==> config.mk <==
export PLATFORM = sky130hd
export DESIGN_NAME = i2c_master_bit_engine
export DESIGN_NICKNAME = d
export VERILOG_FILES = /design/src/rtl/i2cbe_pkg.sv /design/src/rtl/i2cbe_seq.sv /design/src/rtl/i2c_master_bit_engine.sv
export SDC_FILE = /design/constraint.sdc
export NUM_CORES = 1
export LEC_CHECK = 0
export BUFFER_PORTS_ARGS = -buffer_cell sky130_fd_sc_hd__buf_2
export CAP_MARGIN = 20
export CORE_MARGIN = 2
export CORE_UTILIZATION = 32
export DETAILED_ROUTE_END_ITERATION = 7
export MAX_ROUTING_LAYER = met4
export SLEW_MARGIN = 5
export SYNTH_ARGS = -nofsm -noshare
export SYNTH_HDL_FRONTEND = slang
export SYNTH_SLANG_ARGS = --single-unit
==> constraint.sdc <==
create_clock -name clk_i -period 5.54 [get_ports clk_i]
set_clock_uncertainty 0.05 [all_clocks]
set_input_delay 0.554 -clock clk_i [delete_from_list [all_inputs] [get_ports clk_i]]
set_output_delay 0.554 -clock clk_i [all_outputs]
set_load 0.05 [all_outputs]
==> src/rtl/i2cbe_pkg.sv <==
package i2cbe_pkg;

  localparam logic [2:0] CMD_NONE    = 3'd0;
  localparam logic [2:0] CMD_START   = 3'd1;
  localparam logic [2:0] CMD_STOP    = 3'd2;
  localparam logic [2:0] CMD_WRITE   = 3'd3;
  localparam logic [2:0] CMD_READ    = 3'd4;
  localparam logic [2:0] CMD_ACK     = 3'd5;
  localparam logic [2:0] CMD_NACK    = 3'd6;
  localparam logic [2:0] CMD_WAITACK = 3'd7;

  localparam logic [15:0] QUANTUM_RESET = 16'd100;

  typedef struct packed {
    logic scl;
    logic sda;
  } pins_t;

  typedef struct packed {
    logic       scl;
    logic       sda;
    logic       busy;
    logic       done;
    logic [7:0] rdata;
    logic       ack;
  } res_t;

  // Number of pin segments that make up each command.
  function automatic logic [4:0] seg_count(input logic [2:0] cmd);
    logic [4:0] n;
    unique case (cmd)
      CMD_START:   n = 5'd2;
      CMD_STOP:    n = 5'd2;
      CMD_WRITE:   n = 5'd17;
      CMD_READ:    n = 5'd16;
      CMD_ACK:     n = 5'd4;
      CMD_NACK:    n = 5'd4;
      CMD_WAITACK: n = 5'd3;
      default:     n = 5'd0;
    endcase
    return n;
  endfunction

  // Pin levels driven while segment s of a command is held.
  function automatic pins_t seg_pins(input logic [2:0] cmd, input logic [4:0] s,
                                     input logic bit_v, input pins_t prev);
    pins_t p;
    p = prev;
    unique case (cmd)
      CMD_START: begin
        p.scl = 1'b1;
        p.sda = (s == 5'd0);
      end
      CMD_STOP: begin
        p.scl = 1'b1;
        p.sda = (s != 5'd0);
      end
      CMD_WRITE: begin
        if (s == 5'd0) begin
          p.scl = 1'b0;
        end else begin
          p.scl = ~s[0];
          p.sda = bit_v;
        end
      end
      CMD_READ: begin
        p.scl = s[0];
        p.sda = 1'b1;
      end
      CMD_ACK: begin
        if (s == 5'd0) begin
          p.scl = 1'b0;
        end else begin
          p.scl = (s == 5'd2);
          p.sda = 1'b0;
        end
      end
      CMD_NACK: begin
        if (s == 5'd0) begin
          p.scl = 1'b0;
        end else begin
          p.scl = (s == 5'd2);
          p.sda = 1'b1;
        end
      end
      CMD_WAITACK: begin
        p.sda = 1'b1;
        if (s != 5'd0) begin
          p.scl = (s == 5'd1);
        end
      end
      default: p = prev;
    endcase
    return p;
  endfunction

endpackage

==> src/rtl/i2cbe_seq.sv <==
module i2cbe_seq
  import i2cbe_pkg::*;
(
  input  logic        clk_i,
  input  logic        rst_ni,
  input  logic        step_en_i,
  input  logic [2:0]  func_i,
  input  logic [7:0]  data_byte_i,
  input  logic        sda_in_i,
  input  logic [15:0] quantum_i,
  output res_t        res_o
);

  logic [2:0]  cmd_q, cmd_d;
  logic [4:0]  step_q, step_d;
  logic [15:0] tick_q, tick_d;
  logic [7:0]  shift_q, shift_d;
  pins_t       pins_q, pins_d;
  logic [7:0]  rdata_q, rdata_d;
  logic        ack_q, ack_d;
  logic        done;

  logic [15:0] quantum;
  logic [15:0] tick_inc;
  logic [4:0]  step_inc;
  logic [7:0]  shift_smp;
  logic        seg_end;

  assign quantum  = (quantum_i == 16'd0) ? 16'd1 : quantum_i;
  assign tick_inc = tick_q + 16'd1;
  assign step_inc = step_q + 5'd1;
  assign seg_end  = (tick_inc >= quantum);

  always_comb begin
    shift_smp = shift_q;
    if (cmd_q == CMD_READ && step_q[0] && tick_inc == 16'd1) begin
      shift_smp = {shift_q[6:0], sda_in_i};
    end
  end

  always_comb begin
    cmd_d   = cmd_q;
    step_d  = step_q;
    tick_d  = tick_q;
    shift_d = shift_q;
    pins_d  = pins_q;
    rdata_d = rdata_q;
    ack_d   = ack_q;
    done    = 1'b0;
    if (cmd_q == CMD_NONE) begin
      if (func_i != CMD_NONE) begin
        cmd_d   = func_i;
        step_d  = 5'd0;
        tick_d  = 16'd0;
        shift_d = (func_i == CMD_WRITE) ? data_byte_i : 8'd0;
        pins_d  = seg_pins(func_i, 5'd0, 1'b0, pins_q);
      end
    end else begin
      tick_d  = tick_inc;
      shift_d = shift_smp;
      if (cmd_q == CMD_WAITACK && step_q == 5'd1 && seg_end) begin
        ack_d = sda_in_i;
      end
      if (seg_end) begin
        tick_d = 16'd0;
        if (cmd_q == CMD_WRITE && step_q != 5'd0 && !step_q[0]) begin
          shift_d = {shift_smp[6:0], 1'b0};
        end
        step_d = step_inc;
        if (step_inc >= seg_count(cmd_q)) begin
          done   = 1'b1;
          cmd_d  = CMD_NONE;
          step_d = 5'd0;
          unique case (cmd_q)
            CMD_START: pins_d = '{scl: 1'b1, sda: 1'b0};
            CMD_STOP:  pins_d = '{scl: 1'b1, sda: 1'b1};
            CMD_WRITE: pins_d = '{scl: 1'b0, sda: pins_q.sda};
            CMD_READ: begin
              rdata_d = shift_smp;
              pins_d  = '{scl: 1'b1, sda: 1'b1};
            end
            default:   pins_d = '{scl: 1'b0, sda: 1'b1};
          endcase
        end else begin
          pins_d = seg_pins(cmd_q, step_inc, shift_d[7], pins_q);
        end
      end
    end
  end

  always_ff @(posedge clk_i or negedge rst_ni) begin
    if (!rst_ni) begin
      cmd_q   <= CMD_NONE;
      step_q  <= 5'd0;
      tick_q  <= 16'd0;
      shift_q <= 8'd0;
      pins_q  <= '{scl: 1'b1, sda: 1'b1};
      rdata_q <= 8'd0;
      ack_q   <= 1'b1;
    end else if (step_en_i) begin
      cmd_q   <= cmd_d;
      step_q  <= step_d;
      tick_q  <= tick_d;
      shift_q <= shift_d;
      pins_q  <= pins_d;
      rdata_q <= rdata_d;
      ack_q   <= ack_d;
    end
  end

  assign res_o = '{scl: pins_d.scl, sda: pins_d.sda, busy: (cmd_d != CMD_NONE),
                   done: done, rdata: rdata_d, ack: ack_d};

  a_idle_clear: assert property (@(posedge clk_i) disable iff (!rst_ni)
    cmd_q == CMD_NONE |-> step_q == 5'd0 && tick_q == 16'd0)
    else $error("idle sequencer holds a stale step or tick count");

  a_step_range: assert property (@(posedge clk_i) disable iff (!rst_ni)
    cmd_q != CMD_NONE |-> step_q < seg_count(cmd_q))
    else $error("step index beyond the command's last segment");

  a_tick_range: assert property (@(posedge clk_i) disable iff (!rst_ni)
    cmd_q != CMD_NONE |-> tick_q < quantum)
    else $error("tick count reached the quantum without advancing");

  a_done_idle: assert property (@(posedge clk_i) disable iff (!rst_ni)
    step_en_i && done |=> cmd_q == CMD_NONE)
    else $error("sequencer still busy after finishing a command");

endmodule

==> src/rtl/i2c_master_bit_engine.sv <==
// Channel  Direction  Handshake                Payload
// in       input      in_valid_i / in_stall_o  func_i, data_byte_i, sda_in_i
// out      output     out_valid_o / out_stall_i scl_out_o, sda_out_o, busy_res_o,
//                                               done_res_o, read_data_o, ack_bit_o
// cfg      input      cfg_we_i                 cfg_wdata_i (quantum_ticks)
//
// Every input transaction is one tick and yields exactly one output transaction.
// The sequencer state and the output register both update at the accepting edge, so
// the result shows next cycle; one tick is taken per cycle unless the input stalls.
// Reset returns the sequencer to idle with both pins released and quantum_ticks at 100.
// While the output register is full and stalled, the input is stalled too.
module i2c_master_bit_engine
  import i2cbe_pkg::*;
(
  input  logic        clk_i,
  input  logic        rst_ni,
  input  logic        in_valid_i,
  output logic        in_stall_o,
  input  logic [2:0]  func_i,
  input  logic [7:0]  data_byte_i,
  input  logic        sda_in_i,
  output logic        out_valid_o,
  input  logic        out_stall_i,
  output logic        scl_out_o,
  output logic        sda_out_o,
  output logic        busy_res_o,
  output logic        done_res_o,
  output logic [7:0]  read_data_o,
  output logic        ack_bit_o,
  input  logic        cfg_we_i,
  input  logic [15:0] cfg_wdata_i
);

  logic [15:0] quantum_q;
  logic        out_valid_q, out_valid_d;
  res_t        res_q;
  res_t        res_next;
  logic        accept;

  assign in_stall_o = out_valid_q & out_stall_i;
  assign accept     = in_valid_i & ~in_stall_o;

  i2cbe_seq u_seq (
    .clk_i       (clk_i),
    .rst_ni      (rst_ni),
    .step_en_i   (accept),
    .func_i      (func_i),
    .data_byte_i (data_byte_i),
    .sda_in_i    (sda_in_i),
    .quantum_i   (quantum_q),
    .res_o       (res_next)
  );

  always_comb begin
    out_valid_d = out_valid_q;
    if (accept) begin
      out_valid_d = 1'b1;
    end else if (!out_stall_i) begin
      out_valid_d = 1'b0;
    end
  end

  always_ff @(posedge clk_i or negedge rst_ni) begin
    if (!rst_ni) begin
      quantum_q   <= QUANTUM_RESET;
      out_valid_q <= 1'b0;
    end else begin
      out_valid_q <= out_valid_d;
      if (cfg_we_i) begin
        quantum_q <= cfg_wdata_i;
      end
    end
  end

  always_ff @(posedge clk_i) begin
    if (accept) begin
      res_q <= res_next;
    end
  end

  assign out_valid_o = out_valid_q;
  assign scl_out_o   = res_q.scl;
  assign sda_out_o   = res_q.sda;
  assign busy_res_o  = res_q.busy;
  assign done_res_o  = res_q.done;
  assign read_data_o = res_q.rdata;
  assign ack_bit_o   = res_q.ack;

  a_accept_fills: assert property (@(posedge clk_i) disable iff (!rst_ni)
    accept |=> out_valid_q)
    else $error("accepted transaction left no result");

  a_done_not_busy: assert property (@(posedge clk_i) disable iff (!rst_ni)
    out_valid_q && res_q.done |-> !res_q.busy)
    else $error("result reports done while still busy");

  a_no_overwrite: assert property (@(posedge clk_i) disable iff (!rst_ni)
    out_valid_q && out_stall_i |-> !accept)
    else $error("input accepted over a stalled result");

endmodule

==> summary.md <==
| Metric | Value |
|---|---|
| Outcome | finished clean |
| Critical path's top delay family | simple AND/OR/NAND/NOR gates |
| Endpoints failing hold | 0 |
| CP Max Fanout | 14 |
| CTS tree | yes |
| Hold slack | roughly 320 ps |
| Grt total ovfl | 0 |
| Clk slew on worst S/H paths | ~70 ps |
| EDFF count, synth | 13 |
| Yosys Warn Count | 0 |
| Die area | around 0.015 sq mm |
| DP HPWL | around 8000 microns |
| Reg2reg end | u_seq.tick_q[7] |
| Total inserted antenna cells | 0 |
| Sink Count | 73 |
| Slowest stage cell, crit path | dfrtp_1 |
| Drt drc | 0 |
| 1st-iter DRT viols | about 400 |
| Routed wire length per instance | about 15 microns |
| Final Wtd Congestion | ~0.94 |
| Antenna-violating nets left | 0 |
| Count of cell types in the netlist | 64 |
| Setup tns final | 0 ps |
| Area contributors post-synth | dfrtp_1 29%, edfxtp_1 8.5%, ha_1 7.1% |
| Crit start category | flop |
| Post-synthesis net count | 575 |
| Commonest non-fill, non-tap cell in the layout | nand2_1 |
| Final min period | around 4100 ps |
| PwrDens | around 430 mW/mm^2 |
| #FFs+latches synth | between 70 and 80 |
| Bufs on Longest Clock Path | 2 |
| Root Buffer | clkbuf_16 |
| Syn Area/Cell | 8.93 sq um |
| Post-synth top area cell | dfrtp_1 |
| Period utilisation layout | about three quarters |
| Ys async rst share | approximately 82% |
| Clk_lat worst skew | between 300 and 400 ps |
| R2R depth | 13 |
| Detailed Route WL | about 11000 microns |
| Core area | ~0.014 sq mm |
| Initial Util | 33.0% |
| Top-area cell type share of the netlist area | approximately 29% |
| Arrival @ worst endpoint | between 4000 and 5000 ps |
| Worst Setup End Kind | flop |
| Tightest Pin Transition | about 1000 ps |
| Kind of critical path | flop to flop |
| Vias in the first global route | between 3000 and 4000 |
| VDD IR-drop max | ~160 uV |
| Critical path endpoint | u_seq.tick_q[7] |
| Crit path launch | u_seq.tick_q[0] |
| Resized cells post-CTS | 0 |
| First-pass GRT wire length | ~18000 microns |
| Hold-fix buffers, CTS | 0 |
| Initial antenna violation count | 0 |
| Commonest non-fill, non-tap cells in the layout | 70 x nand2_1, 54 x dfrtp_1, 50 x o21ai_0, 47 x buf_2, 33 x nor2_1 |
| Total track usage | 15.7% |
| Max incr delay on CP | about 490 ps |
| Most used DFF post-synth | dfrtp_1 |
| Setup violations, final | 0 |
| CP Cell Sequence | ha_1 -> nand2_1 -> nor2_1 -> nand3_1 -> xnor2_1 -> ha_1 -> a21o_1 -> a221oi_1 -> o21ai_0 -> buf_4 -> nor2_1 -> nand2_1 -> o41ai_1 |
| TritonCTS buffer count | 9 |
| Max_cap viols | 0 |
| LEAKAGE | ~0.0024 uW |
| Max-slew headroom at the worst pin | about a third |
| Setup Buffers After CTS | 0 |
| Reg2Reg Setup Slack | ~1400 ps |
| Largest net degree at the start of global routing | between 60 and 70 |
| RSZ-0062 raised after global routing | no |
| Synthesized area | between 0.004 and 0.005 sq mm |
| Routed via count | between 3000 and 4000 |
| Placed Cells | about 720 |
| TritonRoute pass-1 iters | 5 |
| Nets | between 600 and 700 |
| Port Buffers | 47 |
| Reg-to-reg startpoint | u_seq.tick_q[0] |
| Ports | 48 |
| Critical path depth | 13 |
| Worst Path Required | roughly 5700 ps |
| CTS H-Tree Depth | 3 |
| Post-Syn Instances | just over 500 |
| Share of cells above drive strength 1 | ~17% |
| Die height | ~120 microns |
| Sequential share of the synthesized area | around 40% |
| Max frequency | 0.243 GHz |
| Final Max Slew Viols | 0 |
| Min-delay worst type | input pin to asynchronous set/reset pin |
| Chip width | 124 microns |
| Synth-to-Final Area Change | 15.6% |
| CP bufs+invs | 1 |
| Vias/cell | approximately 5.4 |
| Rows | 43 |
| Final non-filler cell total | 734 |
[cells in the mapped netlist, drive strengths merged (4+ instances only)]
master	instances
nor4	6
dfrtp	54
clkbuf	22
a32oi	4
a22o	6
dfstp	6
o21ai	51
xnor2	11
o211ai	11
inv	29
mux2	8
nor3	12
mux2i	7
buf	8
a21oi	28
edfxtp	13
o2bb2ai	5
nand2b	6
ha	26
nand3	23
xor2	10
and3	12
nand4	7
nor2	33
nand2	70
o21a	5
a21o	4
[metal layers]
layer / vias to the layer above / part of all wire (%) / GRT usage [%]
li1: 1919 / - / -
met1: 1876 / 45 / 19.9
met2: 120 / 48 / 25.1
met3: 12 / 5.1 / 3.16
met4: 0 / 1.1 / 5.27
met5: - / 0 / -
[state kept, by name, indices dropped and copies added (netlist names), 2 cells and up]
register       flops
quantum_q         16
u_seq.pins_q       2
u_seq.tick_q      16
u_seq.shift_q      8
read_data_o        8
u_seq.step_q       5
u_seq.rdata_q      8
u_seq.cmd_q        3
[power by group]
group | leakage [uW] | internal (uW) | switching, uW
Clock | 0.000167 | 445 | 249
Sequential | 0.000871 | 668 | 161
Combinational | 0.00134 | 297 | 478
Total | 0.00238 | 1410 | 888
[metrics by stage]
step | cell area (sq um) | utilization, % | setup slack (ps) | power, uW
2_1_floorplan | 4610 | - | 2120 | 1390
3_3_place_gp | 4980 | 35.6 | 1640 | 1570
3_5_place_dp | 4980 | 35.6 | 1530 | 1600
4_1_cts | 5330 | 38.1 | 1500 | 2300
5_1_grt | 5330 | 38.1 | 1030 | 2460
6_report | 5330 | 38.1 | 1420 | 2300
[area by class of cell]
cell class	count	area [sq um]
clock buffers	9	225
clock inverters	7	124
fillers	1423	8660
inverters	29	109
multi-input cells	384	2470
flip-flops and latches	73	1900
well taps	180	225
repair buffers	52	273
[kinds of logic (layout without fill, tap and decap cells)]
group,count (synthesis),count (layout),share of synthesized area [%]
multiplexers,15,15,3.47
AO/OA/AOI/OAI,141,141,20.0
adder cells (fa/ha/maj),26,26,7.06
XOR/XNOR,21,21,3.99
flip-flops,73,73,41.2
AND/OR/NAND/NOR,181,181,19.1
buffers and inverters,59,97,5.21
[worst min-delay path by stage]
stage	from	end	slack [ps]
after floorplan	rst_ni	out_valid_o	210
after global placement	u_seq.rdata_q[5]	u_seq.rdata_q[5]	410
after detailed placement	u_seq.rdata_q[1]	u_seq.rdata_q[1]	420
after CTS	cfg_wdata_i[8]	quantum_q[8]	360
after global routing	cfg_wdata_i[8]	quantum_q[8]	370
final	rst_ni	u_seq.step_q[1]	320
Note: power is estimated with default switching activity, not from simulation.
